$ cat config.mk
export PLATFORM = sky130hd
export DESIGN_NAME = fp8_e4m3_round_pack_top_flat
export DESIGN_NICKNAME = d
export VERILOG_FILES = /design/src/hdl/fp8r_pkg.sv /design/src/hdl/fp8r_if.sv /design/src/hdl/fp8r_round.sv /design/src/hdl/fp8_e4m3_round_pack_top.sv /design/src/flat_wrapper.sv
export SDC_FILE = /design/constraint.sdc
export NUM_CORES = 1
export LEC_CHECK = 0
export BUFFER_PORTS_ARGS = -buffer_cell sky130_fd_sc_hd__buf_4
export CORE_MARGIN = 2
export CORE_UTILIZATION = 46
export CTS_CLUSTER_SIZE = 8
export DETAILED_ROUTE_END_ITERATION = 10
export GPL_TIMING_DRIVEN = 0
export HOLD_SLACK_MARGIN = 0.06
export PLACE_DENSITY = 0.81
export SYNTH_ARGS = -nofsm -noshare
export SYNTH_HDL_FRONTEND = slang
export SYNTH_SLANG_ARGS = --single-unit
$ cat constraint.sdc
create_clock -name clk -period 4.9 [get_ports clk]
set_input_delay 0.735 -clock clk [delete_from_list [all_inputs] [get_ports clk]]
set_output_delay 0.735 -clock clk [all_outputs]
set_load 0.02 [all_outputs]
$ cat src/hdl/fp8r_pkg.sv
// Package: shared types and constants of the E4M3 rounding and packing block.
`timescale 1ns / 1ps
package fp8r_pkg;

	// Rounding mode codes (codes 6 and 7 act as toward zero)
	localparam logic [2:0] RM_NEAR_EVEN = 3'd0;
	localparam logic [2:0] RM_TO_ZERO   = 3'd1;
	localparam logic [2:0] RM_DOWN      = 3'd2;
	localparam logic [2:0] RM_UP        = 3'd3;
	localparam logic [2:0] RM_NEAR_MAX  = 3'd4;
	localparam logic [2:0] RM_ODD       = 3'd5;

	// Configuration register indexes (byte address = 4 * index)
	localparam int          ADDR_W          = 5;
	localparam logic [2:0] REG_ROUND_MODE  = 3'd0;
	localparam logic [2:0] REG_TINY_BEFORE = 3'd1;
	localparam logic [2:0] REG_OFP8        = 3'd2;
	localparam logic [2:0] REG_SAT_EN      = 3'd3;
	localparam logic [2:0] REG_SAT_OPS     = 3'd4;
	localparam logic [2:0] REG_OVF_FLAG_EN = 3'd5;

	// Rounding increments added below the kept mantissa
	localparam logic [2:0] INC_HALF = 3'h4;
	localparam logic [2:0] INC_FULL = 3'h7;

	// Exponent limits and packed overflow codes (magnitude only)
	localparam logic [6:0] OFP8_MAX_EXP  = 7'h0E;
	localparam logic [6:0] IEEE_MAX_EXP  = 7'h0D;
	localparam logic [4:0] OFP8_MANT_LIM = 5'h0F;
	localparam logic [6:0] OFP8_NAN      = 7'h7F;
	localparam logic [6:0] OFP8_MAX_FIN  = 7'h7E;
	localparam logic [6:0] IEEE_INF      = 7'h78;
	localparam logic [6:0] IEEE_MAX_FIN  = 7'h77;

	// Configuration register set
	typedef struct packed {
		logic [2:0] rounding_mode;
		logic       tininess_before_rounding;
		logic       ofp8_format;
		logic       saturate_enable;
		logic       saturate_operations;
		logic       overflow_flag_enable;
	} fp8r_cfg_t;

	// One unpacked input item
	typedef struct packed {
		logic              sign_bit;
		logic signed [7:0] exponent;
		logic [6:0]        significand;
		logic              is_conversion;
	} fp8r_item_t;

	// One packed result item
	typedef struct packed {
		logic [7:0] packed_value;
		logic       flag_inexact;
		logic       flag_underflow;
		logic       flag_overflow;
	} fp8r_result_t;

endpackage

$ cat src/hdl/fp8r_if.sv
// Interfaces: valid/ready channels for input items and packed results.
`timescale 1ns / 1ps
interface fp8r_in_if;
	logic              valid;
	logic              ready;
	logic              sign_bit;
	logic signed [7:0] exponent;
	logic [6:0]        significand;
	logic              is_conversion;

	modport source (output valid, sign_bit, exponent, significand, is_conversion, input ready);
	modport sink   (input valid, sign_bit, exponent, significand, is_conversion, output ready);
endinterface

interface fp8r_out_if;
	logic       valid;
	logic       ready;
	logic [7:0] packed_value;
	logic       flag_inexact;
	logic       flag_underflow;
	logic       flag_overflow;

	modport source (output valid, packed_value, flag_inexact, flag_underflow, flag_overflow,
		input ready);
	modport sink   (input valid, packed_value, flag_inexact, flag_underflow, flag_overflow,
		output ready);
endinterface

$ cat src/hdl/fp8r_round.sv
// Rounding datapath: denormal jamming, rounding, overflow handling and packing.
`timescale 1ns / 1ps
module fp8r_round (
	input  fp8r_pkg::fp8r_cfg_t    cfg,
	input  fp8r_pkg::fp8r_item_t   item,
	output fp8r_pkg::fp8r_result_t result
);

	logic [2:0] inc;
	logic       neg_exp;
	logic [7:0] shamt;
	logic [7:0] sum_pre;
	logic       tiny;
	logic [6:0] mask;
	logic       sticky;
	logic [6:0] jammed;
	logic [6:0] sig;
	logic [6:0] exp_eff;
	logic [2:0] rb;
	logic [7:0] rsum;
	logic [4:0] r;
	logic       ovf;
	logic [3:0] exp_field;
	logic [7:0] normal_val;
	logic [6:0] ovf_mag;
	logic       ovf_flag;

	// Increment chosen by mode and sign
	always_comb begin
		inc = 3'h0;
		if (cfg.rounding_mode == fp8r_pkg::RM_NEAR_EVEN ||
			cfg.rounding_mode == fp8r_pkg::RM_NEAR_MAX) begin
			inc = fp8r_pkg::INC_HALF;
		end else if ((item.sign_bit && cfg.rounding_mode == fp8r_pkg::RM_DOWN) ||
			(!item.sign_bit && cfg.rounding_mode == fp8r_pkg::RM_UP)) begin
			inc = fp8r_pkg::INC_FULL;
		end
	end

	// Tiny values: right shift by -exponent with sticky jam, exponent forced to 0
	assign neg_exp = item.exponent[7];
	assign shamt   = 8'(~item.exponent) + 8'd1;
	assign sum_pre = {1'b0, item.significand} + {5'b0, inc};
	assign tiny    = neg_exp && (cfg.tininess_before_rounding ||
		item.exponent != 8'shFF || !sum_pre[7]);
	assign mask    = (7'd1 << shamt[2:0]) - 7'd1;
	assign sticky  = |(item.significand & mask);

	always_comb begin
		if (|shamt[7:3]) begin
			jammed = {6'b0, |item.significand};
		end else begin
			jammed = (item.significand >> shamt[2:0]) | {6'b0, sticky};
		end
	end

	assign sig     = neg_exp ? jammed : item.significand;
	assign exp_eff = neg_exp ? 7'd0 : item.exponent[6:0];

	// Round the significand to three mantissa bits plus hidden bit
	assign rb   = sig[2:0];
	assign rsum = {1'b0, sig} + {5'b0, inc};

	always_comb begin
		r = rsum[7:3];
		if (rb != 3'b000 && cfg.rounding_mode == fp8r_pkg::RM_ODD) begin
			r = r | 5'd1;
		end else if (cfg.rounding_mode == fp8r_pkg::RM_NEAR_EVEN && rb == 3'b100) begin
			r = r & ~5'd1;
		end
	end

	// Overflow test on the rounded value
	always_comb begin
		if (cfg.ofp8_format) begin
			ovf = exp_eff > fp8r_pkg::OFP8_MAX_EXP ||
				(exp_eff == fp8r_pkg::OFP8_MAX_EXP && r >= fp8r_pkg::OFP8_MANT_LIM);
		end else begin
			ovf = exp_eff > fp8r_pkg::IEEE_MAX_EXP ||
				(exp_eff == fp8r_pkg::IEEE_MAX_EXP && r[4]);
		end
	end

	// Overflow magnitude and flag
	always_comb begin
		if (cfg.ofp8_format) begin
			if (cfg.saturate_enable && (cfg.saturate_operations || item.is_conversion)) begin
				ovf_mag = fp8r_pkg::OFP8_MAX_FIN;
			end else begin
				ovf_mag = (inc != 3'h0) ? fp8r_pkg::OFP8_NAN : fp8r_pkg::OFP8_MAX_FIN;
			end
			ovf_flag = cfg.saturate_enable ? cfg.overflow_flag_enable : 1'b1;
		end else begin
			ovf_mag  = (inc != 3'h0) ? fp8r_pkg::IEEE_INF : fp8r_pkg::IEEE_MAX_FIN;
			ovf_flag = 1'b1;
		end
	end

	// Normal packing: hidden bit carries into the exponent field
	assign exp_field  = (r == 5'd0) ? 4'd0 : exp_eff[3:0];
	assign normal_val = {item.sign_bit, 7'b0} + {1'b0, exp_field, 3'b000} + {3'b000, r};

	always_comb begin
		if (ovf) begin
			result.packed_value   = {item.sign_bit, ovf_mag};
			result.flag_inexact   = 1'b1;
			result.flag_underflow = 1'b0;
			result.flag_overflow  = ovf_flag;
		end else begin
			result.packed_value   = normal_val;
			result.flag_inexact   = rb != 3'b000;
			result.flag_underflow = tiny && rb != 3'b000;
			result.flag_overflow  = 1'b0;
		end
	end

endmodule

$ cat src/hdl/fp8_e4m3_round_pack_top.sv
// Top level: APB configuration, input register, rounding logic and result register.
`timescale 1ns / 1ps
// Rounds an unpacked sign/exponent/significand item to an 8-bit E4M3 float with
// inexact, underflow and overflow flags. Throughput is one item per cycle while
// results are taken; an item passes the input register, then the combinational
// rounding logic into the result register. The input side stalls
// only while both registers are full and the result is not taken. Configuration
// registers sit at byte addresses 0x00..0x14 (4 bytes apart) and must be written
// while the block is idle; pready is always high.
module fp8_e4m3_round_pack_top (
	input  logic                          clk,
	input  logic                          arst_n,
	input  logic                          psel,
	input  logic                          penable,
	input  logic                          pwrite,
	input  logic [fp8r_pkg::ADDR_W-1:0]   paddr,
	input  logic [31:0]                   pwdata,
	output logic [31:0]                   prdata,
	output logic                          pready,
	fp8r_in_if.sink                       operand,
	fp8r_out_if.source                    result
);

	fp8r_pkg::fp8r_cfg_t    cfg_q;
	logic [2:0]             reg_idx;
	logic                   cfg_wr;
	logic                   valid_s1;
	fp8r_pkg::fp8r_item_t   item_s1;
	fp8r_pkg::fp8r_result_t res_comb;
	logic                   valid_s2;
	fp8r_pkg::fp8r_result_t res_s2;
	logic                   adv_s2;

	// APB register file
	assign pready  = 1'b1;
	assign reg_idx = paddr[4:2];
	assign cfg_wr  = psel && penable && pwrite;

	always_ff @(posedge clk or negedge arst_n) begin
		if (!arst_n) begin
			cfg_q.rounding_mode            <= fp8r_pkg::RM_NEAR_EVEN;
			cfg_q.tininess_before_rounding <= 1'b0;
			cfg_q.ofp8_format              <= 1'b1;
			cfg_q.saturate_enable          <= 1'b0;
			cfg_q.saturate_operations      <= 1'b0;
			cfg_q.overflow_flag_enable     <= 1'b1;
		end else if (cfg_wr) begin
			case (reg_idx)
				fp8r_pkg::REG_ROUND_MODE:  cfg_q.rounding_mode            <= pwdata[2:0];
				fp8r_pkg::REG_TINY_BEFORE: cfg_q.tininess_before_rounding <= pwdata[0];
				fp8r_pkg::REG_OFP8:        cfg_q.ofp8_format              <= pwdata[0];
				fp8r_pkg::REG_SAT_EN:      cfg_q.saturate_enable          <= pwdata[0];
				fp8r_pkg::REG_SAT_OPS:     cfg_q.saturate_operations      <= pwdata[0];
				fp8r_pkg::REG_OVF_FLAG_EN: cfg_q.overflow_flag_enable     <= pwdata[0];
				default: ;
			endcase
		end
	end

	// Register read mux
	always_comb begin
		case (reg_idx)
			fp8r_pkg::REG_ROUND_MODE:  prdata = {29'b0, cfg_q.rounding_mode};
			fp8r_pkg::REG_TINY_BEFORE: prdata = {31'b0, cfg_q.tininess_before_rounding};
			fp8r_pkg::REG_OFP8:        prdata = {31'b0, cfg_q.ofp8_format};
			fp8r_pkg::REG_SAT_EN:      prdata = {31'b0, cfg_q.saturate_enable};
			fp8r_pkg::REG_SAT_OPS:     prdata = {31'b0, cfg_q.saturate_operations};
			fp8r_pkg::REG_OVF_FLAG_EN: prdata = {31'b0, cfg_q.overflow_flag_enable};
			default:                   prdata = 32'b0;
		endcase
	end

	// Pipeline flow control
	assign adv_s2        = !valid_s2 || result.ready;
	assign operand.ready = !valid_s1 || adv_s2;

	always_ff @(posedge clk or negedge arst_n) begin
		if (!arst_n) begin
			valid_s1 <= 1'b0;
			valid_s2 <= 1'b0;
		end else begin
			if (operand.ready) begin
				valid_s1 <= operand.valid;
			end
			if (adv_s2) begin
				valid_s2 <= valid_s1;
			end
		end
	end

	// Input register: capture on transfer
	always_ff @(posedge clk) begin
		if (operand.valid && operand.ready) begin
			item_s1.sign_bit      <= operand.sign_bit;
			item_s1.exponent      <= operand.exponent;
			item_s1.significand   <= operand.significand;
			item_s1.is_conversion <= operand.is_conversion;
		end
	end

	fp8r_round u_round (
		.cfg    (cfg_q),
		.item   (item_s1),
		.result (res_comb)
	);

	// Result register
	always_ff @(posedge clk) begin
		if (adv_s2 && valid_s1) begin
			res_s2 <= res_comb;
		end
	end

	assign result.valid          = valid_s2;
	assign result.packed_value   = res_s2.packed_value;
	assign result.flag_inexact   = res_s2.flag_inexact;
	assign result.flag_underflow = res_s2.flag_underflow;
	assign result.flag_overflow  = res_s2.flag_overflow;

	// Overflow never reports underflow and always reports inexact
	a_ovf_flags: assert property (@(posedge clk) disable iff (!arst_n)
		valid_s2 && res_s2.flag_overflow |-> res_s2.flag_inexact && !res_s2.flag_underflow)
		else $error("overflow result with inconsistent flags");

	// Underflow implies inexact
	a_uf_inexact: assert property (@(posedge clk) disable iff (!arst_n)
		valid_s2 && res_s2.flag_underflow |-> res_s2.flag_inexact)
		else $error("underflow without inexact");

	// Input side stalls only behind a full, stalled pipeline
	a_stall_cause: assert property (@(posedge clk) disable iff (!arst_n)
		!operand.ready |-> valid_s1 && valid_s2 && !result.ready)
		else $error("input stalled with room in the pipeline");

	// An input transfer always lands in the input register
	a_fill_s1: assert property (@(posedge clk) disable iff (!arst_n)
		operand.valid && operand.ready |=> valid_s1)
		else $error("accepted item lost");

	// IEEE-like format never exceeds infinity in magnitude
	a_ieee_range: assert property (@(posedge clk) disable iff (!arst_n)
		valid_s2 && !cfg_q.ofp8_format |-> res_s2.packed_value[6:0] <= fp8r_pkg::IEEE_INF)
		else $error("IEEE-like result beyond infinity");

endmodule
$ cat src/flat_wrapper.sv
// flat-port wrapper written by rule: the top's interface ports become plain ports
module fp8_e4m3_round_pack_top_flat 
  (clk, arst_n, psel, penable, pwrite, paddr, pwdata, prdata, pready, operand_valid, operand_sign_bit, operand_exponent, operand_significand, operand_is_conversion, operand_ready, result_valid, result_packed_value, result_flag_inexact, result_flag_underflow, result_flag_overflow, result_ready);
  fp8r_in_if operand_i ();
  fp8r_out_if result_i ();
  input  logic clk;
  input  logic arst_n;
  input  logic psel;
  input  logic penable;
  input  logic pwrite;
  input  logic [fp8r_pkg::ADDR_W-1:0] paddr;
  input  logic [31:0] pwdata;
  output logic [31:0] prdata;
  output logic pready;
  input wire logic [$bits(operand_i.valid)-1:0] operand_valid;
  input wire logic [$bits(operand_i.sign_bit)-1:0] operand_sign_bit;
  input wire logic [$bits(operand_i.exponent)-1:0] operand_exponent;
  input wire logic [$bits(operand_i.significand)-1:0] operand_significand;
  input wire logic [$bits(operand_i.is_conversion)-1:0] operand_is_conversion;
  output wire logic [$bits(operand_i.ready)-1:0] operand_ready;
  output wire logic [$bits(result_i.valid)-1:0] result_valid;
  output wire logic [$bits(result_i.packed_value)-1:0] result_packed_value;
  output wire logic [$bits(result_i.flag_inexact)-1:0] result_flag_inexact;
  output wire logic [$bits(result_i.flag_underflow)-1:0] result_flag_underflow;
  output wire logic [$bits(result_i.flag_overflow)-1:0] result_flag_overflow;
  input wire logic [$bits(result_i.ready)-1:0] result_ready;
  assign operand_i.valid = operand_valid;
  assign operand_i.sign_bit = operand_sign_bit;
  assign operand_i.exponent = operand_exponent;
  assign operand_i.significand = operand_significand;
  assign operand_i.is_conversion = operand_is_conversion;
  assign operand_ready = operand_i.ready;
  assign result_valid = result_i.valid;
  assign result_packed_value = result_i.packed_value;
  assign result_flag_inexact = result_i.flag_inexact;
  assign result_flag_underflow = result_i.flag_underflow;
  assign result_flag_overflow = result_i.flag_overflow;
  assign result_i.ready = result_ready;
  fp8_e4m3_round_pack_top u_core (.clk(clk), .arst_n(arst_n), .psel(psel), .penable(penable), .pwrite(pwrite), .paddr(paddr), .pwdata(pwdata), .prdata(prdata), .pready(pready), .operand(operand_i), .result(result_i));
endmodule
Word-level counts from Yosys, hierarchy flattened
Index checks and enable logic that the tools add are counted.
{"block": "op_classes", "add_sub_neg": 6, "n_lt_le_gt_ge": 3, "n_eq_ne": 13, "shifts": 2, "muxes": 17, "n_bitwise": 3, "n_reduce_logical": 40}
{"cell": "two-way mux 7 bit", "n": 4}
{"cell": "one-hot mux 3 bit (6 select lines)", "n": 1}
{"cell": "adder 7 x 3 -> 8 bit", "n": 2}
{"cell": "== test 3 bit (second input constant)", "n": 5}
{"cell": "== test 7 x 4 -> 1 bit (second input constant)", "n": 2}
{"cell": "greater-than comparator 7 x 4 -> 1 bit (second input constant)", "n": 2}
{"cell": "OR reduction 7 bit", "n": 2}
{"cell": "logical AND 1 bit", "n": 13}
{"cell": "== test 3 x 2 -> 1 bit (second input constant)", "n": 4}
{"cell": "AND reduction 2 bit", "n": 6}
{"cell": "two-way mux 11 bit", "n": 1}
{"cell": "logical OR 1 bit", "n": 9}
{"cell": "adder 8 x 1 -> 8 bit (second input constant)", "n": 1}
{"cell": "adder 8 x 5 -> 8 bit", "n": 1}
{"cell": "adder 8 x 7 -> 8 bit", "n": 1}
{"cell": "two-way mux 4 bit", "n": 2}
{"cell": "!= test 8 x 1 -> 1 bit (second input constant)", "n": 1}
{"cell": "NOT 8 bit", "n": 1}
{"cell": "bitwise AND 7 bit", "n": 1}
{"cell": "two-way mux 1 bit", "n": 7}
{"cell": "bitwise OR 7 x 1 -> 7 bit", "n": 1}
{"cell": "<< shifter 1 x 3 -> 7 bit (first input constant)", "n": 1}
{"cell": "right shift 7 x 3 -> 7 bit", "n": 1}
{"cell": "subtractor 7 x 1 -> 7 bit (second input constant)", "n": 1}
{"cell": "8 further kinds", "n": 14}
{"block": "totals", "regBits": 38, "out_inout_bits": 46}

Longest topological paths before layout
Gate-level depths: netlist of the first run.
{"block": "depth", "depth_word": 18, "depth_mapped": 27}

By module
A second synthesis of the first run with hierarchy kept.
{"block": "unflattened", "hier_cells": 293, "hier_area_um2": 2984.1}
{"mod": "fp8_e4m3_round_pack_top", "n_inst": 1, "cells_per_inst": 104, "area_per_inst_um2": 1584.0, "seq_area_each_um2": 1093.5}
{"mod": "fp8r_round", "n_inst": 1, "cells_per_inst": 189, "area_per_inst_um2": 1400.1, "seq_area_each_um2": 0.0}

Worst setup path after synthesis of the first run
OpenSTA, ideal clock, no wires.
{"block": "synth_timing", "path_type": "reg2reg", "startpoint": "register u_core.item_s1[8] in the netlist's numbering", "endpoint": "register u_core.res_s2 (netlist bit u_core.result.packed_value[7]), data pin", "setup_time_ps": 268, "t_arrival_ps": 4932, "required_ps": 4632, "path_slack_ps": -301, "path_stages_with_launch": 23, "path_buffers": 2, "synth_period_minus_slack_ps": 5201, "cell_sequence": "edfxtp_1 > inv_1 > ha_1 > buf_6 > xor2_4 > buf_6 > mux4_2 > nor2b_1 > o21ai_2 > o21ai_0 > ha_1 > o211ai_1 > a211o_2 > a31o_4 > a21boi_1 > o21a_1 > nor3_1 > or3_1 > fa_1 > nor3_1 > o31ai_1 > a211oi_1 > xor2_1"}
{"element": "start, declared", "line": "fp8_e4m3_round_pack_top.sv:28", "source": "fp8r_pkg::fp8r_item_t item_s1;"}
{"element": "end signal, assigned", "line": "fp8_e4m3_round_pack_top.sv:110", "source": "res_s2 <= res_comb;"}
{"element": "end, declared", "line": "fp8_e4m3_round_pack_top.sv:31", "source": "fp8r_pkg::fp8r_result_t res_s2;"}

==> results of run 1 <==
==> final cells by class <==
cell class | instances | area (sq um)
Buffer | 43 | 305
Inverter | 16 | 65.1
Timing Repair Buffer | 55 | 413
Clock inverter | 3 | 63.8
Clock buffer | 5 | 68.8
Fill cell | 557 | 2470
Sequential cell | 38 | 1090
Tap cell | 77 | 96.3
Multi-Input combinational cell | 244 | 1850
==> worst max-delay path, cell delays in order, from the launching register on <==
cell and delay (ns):
edfxtp_1 0.47, inv_4 0.11, ha_4 0.17, xor2_4 0.15, buf_6 0.12, mux4_2 0.47
nor2b_4 0.14, o21ai_2 0.15, o21ai_1 0.09, ha_2 0.34, o211ai_1 0.10, a211o_2 0.34
a31o_4 0.24, a21boi_4 0.16, o21a_1 0.20, nor3_4 0.08, nor3_2 0.17, ha_2 0.23
inv_2 0.04, fa_2 0.37, nor3_4 0.15, o31ai_2 0.09, a211oi_2 0.23, xor2_1 0.09
==> path summary, 6_finish.rpt <==
check                      cells past startpoint  slack (ns)                                 endpoint
min reg2reg                                    1        0.50          u_core.result.valid$_DFFE_PN0P_
max reg2reg                                   23       -0.05  u_core.result.packed_value[7]$_DFFE_PP_
min                                            1        0.25              u_core.cfg_q[1]$_DFFE_PN0P_
max                                           23       -0.05  u_core.result.packed_value[7]$_DFFE_PP_
max in group asynchronous                      1        4.42              u_core.cfg_q[3]$_DFFE_PN1P_
min in group clk                               1        0.50          u_core.result.valid$_DFFE_PN0P_
==> cell families after synthesis <==
logic type | share of synthesized area
simple gates | 0.199
compound gates | 0.166
buf+inv | 0.123
flops | 0.353
mux | 0.0730
fa+ha+maj | 0.0549
xor+xnor | 0.0286
other cells | 0.00242
==> sequential cells by signal (all words and copies together) (netlist names) <==
name and count:
u_core.cfg_q 8, u_core.item_s1 17, u_core.result.flag_inexact 1, u_core.result.flag_overflow 1
u_core.result.flag_underflow 1, u_core.result.packed_value 8, u_core.result.valid 1, u_core.valid_s1 1
==> layer usage <==
layer / up-vias / GRT usage / wire [um]
met2: 110 / 0.311 / 3460
met4: 0 / 0.0390 / 76
li1: 1266 / - / -
met3: 8 / 0.0327 / 520
met1: 1208 / 0.257 / 3010
met5: - / 0 / 0
==> synthesized netlist by cell type (all sizes together) (3+ instances only) <==
| master | n |
|---|---|
| dfrtp | 8 |
| xor2 | 4 |
| o21ai | 7 |
| nand2b | 8 |
| xnor2 | 4 |
| and2 | 5 |
| nor4 | 5 |
| mux2 | 11 |
| nand2 | 23 |
| nor3 | 6 |
| nand3 | 8 |
| nor3b | 5 |
| buf | 36 |
| ha | 12 |
| clkbuf | 9 |
| edfxtp | 28 |
| nor2 | 20 |
| nor2b | 7 |
| or3 | 4 |
| o31ai | 5 |
| a31oi | 5 |
| mux2i | 8 |
| inv | 16 |
| a211oi | 3 |
| nand4 | 3 |
| a21oi | 16 |
==> repair_timing <==
| action | CTS | global route |
|---|---|---|
| buffers inserted | 8 | 4 |
| gates resized for setup | 6 | 7 |
| pin swaps | 7 | 10 |
| endpoints found under the setup margin | 5 | 5 |
==> power groups by stage <==
stage | sequential (mW) | clock, mW | combinational (mW)
floorplan | 0.429 | 0 | 0.223
global placement | 0.424 | 0 | 0.302
detailed placement | 0.424 | 0 | 0.311
CTS | 0.417 | 0.317 | 0.326
global route | 0.422 | 0.330 | 0.368
finish | 0.418 | 0.314 | 0.340
==> per-stage QoR <==
| stage | total power, mW | hold WS [ns] | util |
|---|---|---|---|
| after floorplan | 0.653 | 0.439 | - |
| final | 1.07 | 0.253 | 0.616 |
| after CTS | 1.06 | 0.247 | 0.606 |
| after detailed placement | 0.735 | 0.486 | 0.575 |
| after global placement | 0.726 | 0.468 | 0.575 |
| after global routing | 1.12 | 0.248 | 0.616 |
==> flow_summary.json, run 1 <==
{
  "hold_viol_final": 0,
  "cellLeakagePower_nw": 1.70,
  "yosys_register_bits": 38,
  "slew_headroom": 0.544,
  "critPathMaxFanout": 5,
  "dp_cells": 463,
  "synth_cell_type_count": 77,
  "cts-root-buf": "clkbuf_8",
  "async_flop_share": 0.263,
  "io_pins": 107,
  "hp-class": "input pin to asynchronous set/reset pin",
  "wl_per_cell_um": 14.7,
  "worstSetupPathType": "flop to flop",
  "crit_path_start": "u_core.item_s1[8]$_DFFE_PP_",
  "yosysSeqAreaShare": 0.353,
  "reg2reg_from": "u_core.item_s1[8]$_DFFE_PP_",
  "antenna_found_initial": 0,
  "timing.final.crit_share": 1.01,
  "syn_inst": 315,
  "power_frac_comb": 0.317,
  "mostFrequentLayoutCells": "85 x buf_4, 30 x conb_1, 28 x edfxtp_1, 22 x nand2_1, 19 x nor2_1",
  "initial_core_util": 0.483,
  "grt_pass1_vias": 2293,
  "die_h_um": 86.1,
  "drt_first_pass_iters": 6,
  "clkPwrFrac": 0.293,
  "switching_share": 0.304,
  "routabilityCongestion": 0.937,
  "synth_area_leaders": "edfxtp_1 27%, buf_4 7.3%, dfrtp_1 6.5%, ha_1 4.8%, mux2_2 4.0%",
  "grt_pass1_wl_um": 10900,
  "grt-ovfl-total": 0,
  "synth_edf_count": 28,
  "coreArea_sq_um": 6420,
  "place_hpwl_um": 5120,
  "num-nets-final": 477,
  "power.density_nw_per_um2": 271,
  "cts.sinks": 38,
  "layout.cells.most_common": "buf_4",
  "fin_setup_tns_ns": -0.0532,
  "status": "finished with violations",
  "area_growth_pct": 27.5,
  "route.antenna.remaining_nets": 0,
  "ys_warn_count": 0,
  "switchingPower_uw": 326,
  "grt_max_degree": 18,
  "violations": "negative setup slack",
  "period_needed_ns": 4.95,
  "path_clk_slew_ns": 0.08,
  "clock_latency_ns": 0.29,
  "internal_power_uw": 745,
  "ys.flop_type": "edfxtp_1",
  "cts_buffer_depth": 2,
  "syn-mean-instance-area_sq_um": 9.85,
  "wl_um": 7070,
  "cts_tree": "yes",
  "critPathRequiredTime_ns": 4.94,
  "crit_path_end_kind": "flop",
  "fin_ws_ns": -0.0532,
  "routed_via_density": 5.39,
  "clock_skew_ns": 0.00652,
  "drv_cap": 0,
  "hold_buffers": 0,
  "first_iter_violations": 269,
  "preCtsSetupSlack_ns": -0.537,
  "drc": 0,
  "crit_path_start_kind": "flop",
  "antenna_cells": 0,
  "fmax_mhz": 202,
  "final_area_sq_um": 3950,
  "slew_viol_final": 0,
  "power_frac_seq": 0.390,
  "tightestPinTransition_ns": 0.684,
  "vdd_drop_max_v": 0.000224,
  "final_cells": 481,
  "synth_top_area_frac": 0.271,
  "rsz0062_at_grt": "true",
  "syn_area_sq_um": 3100,
  "report.final.setup_viol": 1,
  "worstPathArrival_ns": 4.99,
  "die_w_um": 86.1,
  "route.vias.total": 2592,
  "final_layout_size_suffix_gt1_frac": 0.374,
  "h-tree-depth": 2,
  "place_area_sq_um": 3690,
  "globalRouteTotalUtil": 0.187,
  "rows": 29,
  "die_area_sq_um": 7420,
  "port_buffers": 43,
  "cts_buffers": 5,
  "yosysTopAreaCell": "edfxtp_1"
}
Note: power is estimated with default switching activity, not from simulation.
==> run 2: changes to the inputs <==
--- a/config.mk
+++ b/config.mk
@@ -5,6 +5,7 @@
 export SDC_FILE = /design/constraint.sdc
 export NUM_CORES = 1
 export LEC_CHECK = 0
+export ABC_AREA = 1
 export BUFFER_PORTS_ARGS = -buffer_cell sky130_fd_sc_hd__buf_4
 export CORE_MARGIN = 2
 export CORE_UTILIZATION = 46
@@ -12,7 +13,7 @@
 export DETAILED_ROUTE_END_ITERATION = 10
 export GPL_TIMING_DRIVEN = 0
 export HOLD_SLACK_MARGIN = 0.06
-export PLACE_DENSITY = 0.81
+export PLACE_DENSITY = 0.82
 export SYNTH_ARGS = -nofsm -noshare
 export SYNTH_HDL_FRONTEND = slang
 export SYNTH_SLANG_ARGS = --single-unit
==> flow_summary.json, run 2 <==
{
  "holdWs_ns": 0.246,
  "initial_core_util": 0.470,
  "total_power_mw": 1.08,
  "drv_cap": 0,
  "cellLeakagePower_nw": 1.87,
  "routabilityCongestion": 0.913,
  "syn-mean-instance-area_sq_um": 7.66,
  "final_layout_size_suffix_gt1_frac": 0.277,
  "fin_setup_tns_ns": 0,
  "routed_via_density": 5.01,
  "cts_tree": "yes",
  "fmax_mhz": 219,
  "cts_buffers": 5,
  "yosys_register_bits": 38,
  "largest-register": "u_core.item_s1",
  "critPathRequiredTime_ns": 4.96,
  "yosysSeqAreaShare": 0.368,
  "slew_headroom": 0.358,
  "final_cells": 547,
  "hold_viol_final": 0,
  "route.antenna.remaining_nets": 0,
  "yosysTopAreaCell": "edfxtp_1",
  "ys.flop_type": "edfxtp_1",
  "io_pins": 107,
  "synth_area_leaders": "edfxtp_1 28%, nand2_1 11%, buf_4 7.8%, inv_1 7.3%, dfrtp_1 6.7%",
  "die_area_sq_um": 7120,
  "die_h_um": 84.4,
  "area_growth_pct": 23.9,
  "synth-compound-area-share": 0.0889,
  "syn_area_sq_um": 2970,
  "synth_fa_ha_area_frac": 0.0573,
  "place_area_sq_um": 3510,
  "synth_mux_area_frac": 0,
  "final_area_sq_um": 3680,
  "multiInputGateArea_sq_um": 1510,
  "synth_edf_count": 28,
  "largest_registers": "u_core.item_s1 x17, u_core.cfg_q x8, u_core.result.packed_value x8",
  "fillers": 569,
  "h-tree-depth": 2,
  "hold_buffers": 0,
  "tightestPinTransition_ns": 0.963,
  "rows": 29,
  "ys_warn_count": 0,
  "synth_top_family_by_area": "simple AND/OR/NAND/NOR gates",
  "vdd_drop_max_v": 0.000289,
  "max_stage_delay_ns": 0.50,
  "crit_path_end_kind": "flop",
  "grt-ovfl-total": 0,
  "num-nets-final": 543,
  "final_util": 0.583,
  "globalRouteTotalUtil": 0.185,
  "hp-class": "input pin to asynchronous set/reset pin",
  "place_hpwl_um": 4970,
  "path_clk_slew_ns": 0.08,
  "route.vias.total": 2742,
  "synth-simple-area-share": 0.316,
  "regArea_sq_um": 1090,
  "cts-root-buf": "clkbuf_8",
  "synth_xor_area_frac": 0,
  "async_flop_share": 0.263,
  "status": "complete, no violations",
  "grt_pass1_vias": 2453,
  "slowest_stage": "edfxtp_1",
  "report.final.setup_viol": 0,
  "largest_register_ffs": 17,
  "clock_latency_ns": 0.30,
  "clock_skew_ns": 0.00937,
  "path_common_cell": "nand2_1",
  "first_iter_violations": 149,
  "die_w_um": 84.4,
  "critPathMaxFanout": 12,
  "mostFrequentLayoutCells": "87 x nand2_1, 77 x buf_4, 56 x inv_1, 35 x nand3_1, 30 x conb_1",
  "wl_um": 6430,
  "slew_viol_final": 0,
  "ys_top_cells_by_count": "87 x nand2_1, 58 x inv_1, 36 x nand3_1, 31 x buf_4, 28 x edfxtp_1",
  "syn_inst": 388,
  "drc": 0,
  "grt_max_degree": 18,
  "wl_per_cell_um": 11.8,
  "coreArea_sq_um": 6310,
  "layout.cells.most_common": "nand2_1",
  "cts.sinks": 38,
  "fin_ws_ns": 0.341,
  "antenna_cells": 0,
  "antenna_found_initial": 0,
  "worstSetupPathType": "flop to flop",
  "preCtsSetupSlack_ns": 0.150,
  "drt_first_pass_iters": 5,
  "cts_buffer_depth": 2,
  "timing.final.crit_share": 0.930,
  "synth.most_common_cell": "nand2_1",
  "port_buffers": 45,
  "crit_path_start_kind": "flop",
  "synth_top_area_frac": 0.283,
  "power.density_nw_per_um2": 293,
  "synth_cell_type_count": 40,
  "dp_cells": 538,
  "grt_pass1_wl_um": 10700,
  "period_needed_ns": 4.56,
  "worstPathArrival_ns": 4.62
}
run 2: cell types whose count changed in the layout (fill, tap and decap cells not counted), sizes merged, moves of 10 or more:
cell and delta:
nand2 +76, inv +46, nand3 +31, mux2 -11, nand4 +11, buf -10, o21ai +10
run 2: layer usage:
layer  up-vias  global-route usage  routed length (um)
li1       1384                   -                   -
met1      1217               0.236                2660
met2       133               0.316                3120
met3         8              0.0383                 570
met4         0              0.0577                  74
met5         -                   0                   0
run 2: final cells by class:
type | count | share of cell area
Buffer | 34 | 0.0707
Clock buffer | 8 | 0.0360
Inverter | 63 | 0.0656
Multi-Input combinational cell | 281 | 0.410
Sequential cell | 38 | 0.297
Tap cell | 77 | 0.0262
Timing Repair Buffer | 46 | 0.0938
run 2: critical path, delay by kind of cell, from the launching register on:
kind	cells	cell delay (ns)
flip-flops	1	0.50
AO/OA/AOI/OAI	3	0.51
AND/OR/NAND/NOR	15	1.50
buffers and inverters	6	0.65
adder cells (fa/ha/maj)	4	1.18
run 2: worst paths after layout:
check                                             from                                      end  slack [ns]  cells past startpoint
min reg2reg                u_core.valid_s1$_DFFE_PN0N_          u_core.result.valid$_DFFE_PN0P_        0.49                      2
min in group clk           u_core.valid_s1$_DFFE_PN0N_          u_core.result.valid$_DFFE_PN0P_        0.49                      2
max in group asynchronous                       arst_n              u_core.cfg_q[3]$_DFFE_PN1P_        4.44                      1
max reg2reg                u_core.item_s1[8]$_DFFE_PP_  u_core.result.packed_value[7]$_DFFE_PP_        0.34                     28
max                        u_core.item_s1[8]$_DFFE_PP_  u_core.result.packed_value[7]$_DFFE_PP_        0.34                     28
min                                             arst_n          u_core.result.valid$_DFFE_PN0P_        0.25                      1
run 2: cells by family after synthesis:
logic type / after synthesis
AND/OR/NAND/NOR: 196
adder cells (fa/ha/maj): 13
other: 2
buffers and inverters: 97
AO/OA/AOI/OAI: 42
flip-flops: 38
run 2: what timing repair did:
| item | in CTS | in global routing |
|---|---|---|
| setup buffers | 0 | 1 |
| resized for setup | 0 | 10 |
| hold endpoints to repair | 0 | 0 |
| endpoints found under the setup margin | 0 | 1 |
run 2: where the power goes:
part           internal [mW]  switching [mW]
clock network          0.176           0.118
logic                  0.132           0.215
registers              0.402          0.0344
==> run 3: changes to the inputs <==
--- a/config.mk
+++ b/config.mk
@@ -6,7 +6,7 @@
 export NUM_CORES = 1
 export LEC_CHECK = 0
 export ABC_AREA = 1
-export BUFFER_PORTS_ARGS = -buffer_cell sky130_fd_sc_hd__buf_4
+export BUFFER_PORTS_ARGS = -buffer_cell sky130_fd_sc_hd__buf_2
 export CORE_MARGIN = 2
 export CORE_UTILIZATION = 46
 export CTS_CLUSTER_SIZE = 8
==> flow_summary.json, run 3 (synthesis results as in run 2) <==
{
  "num-nets-final": 549,
  "layout.cells.most_common": "nand2_1",
  "coreArea_sq_um": 6310,
  "wl_per_cell_um": 11.8,
  "crit_family": "simple AND/OR/NAND/NOR gates",
  "path_clk_slew_ns": 0.08,
  "fillers": 572,
  "mostFrequentLayoutCells": "87 x nand2_1, 56 x inv_1, 46 x buf_2, 38 x buf_4, 35 x nand3_1",
  "final_layout_size_suffix_gt1_frac": 0.279,
  "first_iter_violations": 160,
  "slowest_stage": "edfxtp_1",
  "regArea_sq_um": 1090,
  "worstRegToRegCells": 30,
  "power_frac_comb": 0.325,
  "clkPwrFrac": 0.254,
  "die_area_sq_um": 7120,
  "grt_pass1_wl_um": 10700,
  "period_needed_ns": 4.50,
  "holdWs_ns": 0.292,
  "cts_buffers": 5,
  "critPathRequiredTime_ns": 4.95,
  "hold_viol_final": 0,
  "antenna_found_initial": 0,
  "route.vias.total": 2770,
  "grt-ovfl-total": 0,
  "multiInputGateArea_sq_um": 1510,
  "initial_core_util": 0.470,
  "route.antenna.remaining_nets": 0,
  "cts-root-buf": "clkbuf_8",
  "reg2reg_slack_ns": 0.40,
  "io_pins": 107,
  "worstSetupPathType": "flop to flop",
  "switchingPower_uw": 362,
  "grt_max_degree": 18,
  "crit_path_end_kind": "flop",
  "fin_setup_tns_ns": 0,
  "clock_skew_ns": 0.0131,
  "hold_buffers": 0,
  "reg2reg_from": "u_core.item_s1[9]$_DFFE_PP_",
  "cp_num_buf_inv": 7,
  "power_frac_seq": 0.421,
  "internal_power_uw": 675,
  "critPathMaxFanout": 10,
  "largest-register": "u_core.item_s1",
  "hp-class": "input pin to asynchronous set/reset pin",
  "tightestPinTransition_ns": 0.991,
  "rows": 29,
  "status": "complete, no violations",
  "clock_latency_ns": 0.29,
  "max_stage_delay_ns": 0.48,
  "slew_viol_final": 0,
  "cts_buffer_depth": 2,
  "routabilityCongestion": 0.934,
  "largest_register_ffs": 17,
  "switching_share": 0.349,
  "cts.sinks": 38,
  "power.density_nw_per_um2": 289,
  "largest_registers": "u_core.item_s1 x17, u_core.cfg_q x8, u_core.result.packed_value x8",
  "grt_pass1_vias": 2369,
  "vdd_drop_max_v": 0.000211,
  "timing.final.crit_share": 0.919,
  "path_common_cell": "nand2_1",
  "die_w_um": 84.4,
  "globalRouteTotalUtil": 0.185,
  "cts_tree": "yes",
  "cellLeakagePower_nw": 1.85,
  "slew_headroom": 0.339,
  "routed_via_density": 5.01,
  "antenna_cells": 0,
  "r2r_end": "u_core.result.packed_value[7]$_DFFE_PP_",
  "drc": 0,
  "worstPathArrival_ns": 4.56,
  "drv_cap": 0,
  "crit_path_start_kind": "flop",
  "place_hpwl_um": 5020,
  "rsz0062_at_grt": "false",
  "total_power_mw": 1.04,
  "report.final.setup_viol": 0,
  "drt_first_pass_iters": 7,
  "area_growth_pct": 20.7,
  "h-tree-depth": 2,
  "die_h_um": 84.4,
  "fmax_mhz": 222,
  "port_buffers": 45,
  "wl_um": 6520
}
## run 3: cell count changes in the layout (fill, tap and decap cells not counted), sizes merged
cell | previous run | this run
clkbuf | 8 | 7
bufinv | 0 | 1
buf | 80 | 86
## run 3: power by group through the flow
| stage | Combinational [mW] | Clock, mW | Sequential (mW) |
|---|---|---|---|
| 6_report | 0.337 | 0.263 | 0.437 |
| 5_1_grt | 0.373 | 0.283 | 0.443 |
| 4_1_cts | 0.322 | 0.271 | 0.435 |
| 3_5_place_dp | 0.322 | 0 | 0.442 |
| 3_3_place_gp | 0.311 | 0 | 0.439 |
| 2_1_floorplan | 0.231 | 0 | 0.452 |
## run 3: metal layers
layer | vias to the layer above | part of all wire | wire (um) | global-route usage
met5 | - | 0 | 0 | 0
met4 | 0 | 0.014 | 90 | 0.0447
met3 | 16 | 0.084 | 549 | 0.0374
met2 | 135 | 0.48 | 3110 | 0.320
met1 | 1215 | 0.42 | 2770 | 0.239
li1 | 1404 | - | - | -
## run 3: how the worst max path moves through the flow
stage	start	endpoint	slack, ns	cells after the start
floorplan	u_core.item_s1[8]$_DFFE_PP_	u_core.result.packed_value[7]$_DFFE_PP_	0.83	30
global placement	u_core.item_s1[9]$_DFFE_PP_	u_core.result.packed_value[7]$_DFFE_PP_	0.29	30
detailed placement	u_core.item_s1[9]$_DFFE_PP_	u_core.result.packed_value[7]$_DFFE_PP_	0.11	30
CTS	u_core.item_s1[9]$_DFFE_PP_	u_core.result.packed_value[7]$_DFFE_PP_	0.11	30
global route	u_core.item_s1[9]$_DFFE_PP_	u_core.result.packed_value[7]$_DFFE_PP_	0.007	30
finish	u_core.item_s1[9]$_DFFE_PP_	u_core.result.packed_value[7]$_DFFE_PP_	0.40	30
## run 3: area by class of cell
type / count / area share
Buffer: 34 / 0.0726
Timing Repair Buffer: 52 / 0.0775
Inverter: 63 / 0.0681
Multi-Input combinational cell: 281 / 0.420
Clock inverter: 1 / 0.00838
Tap cell: 77 / 0.0269
Clock buffer: 7 / 0.0213
Sequential cell: 38 / 0.305
## run 3: worst reg2reg max path, delay by kind of cell, from the launching register on
family / cells / cell delay [ns]
simple gates: 17 / 1.62
fa+ha+maj: 4 / 1.14
compound gates: 2 / 0.37
buf+inv: 7 / 0.66
flops: 1 / 0.48
## run 3: through the flow
| step | worst slack (ns) | area, sq um | util | instances |
|---|---|---|---|---|
| 2_1_floorplan | 0.826 | 3080 | - | 416 |
| 6_report | 0.396 | 3580 | 0.568 | 553 |
| 4_1_cts | 0.115 | 3500 | 0.555 | 546 |
| 3_5_place_dp | 0.115 | 3400 | 0.538 | 538 |
| 3_3_place_gp | 0.294 | 3400 | 0.538 | 538 |
| 5_1_grt | 0.00665 | 3580 | 0.568 | 553 |
## run 3: timing repair
action / CTS / global route
gates resized for setup: 0 / 10
setup endpoints to repair: 0 / 1
setup buffers: 0 / 7
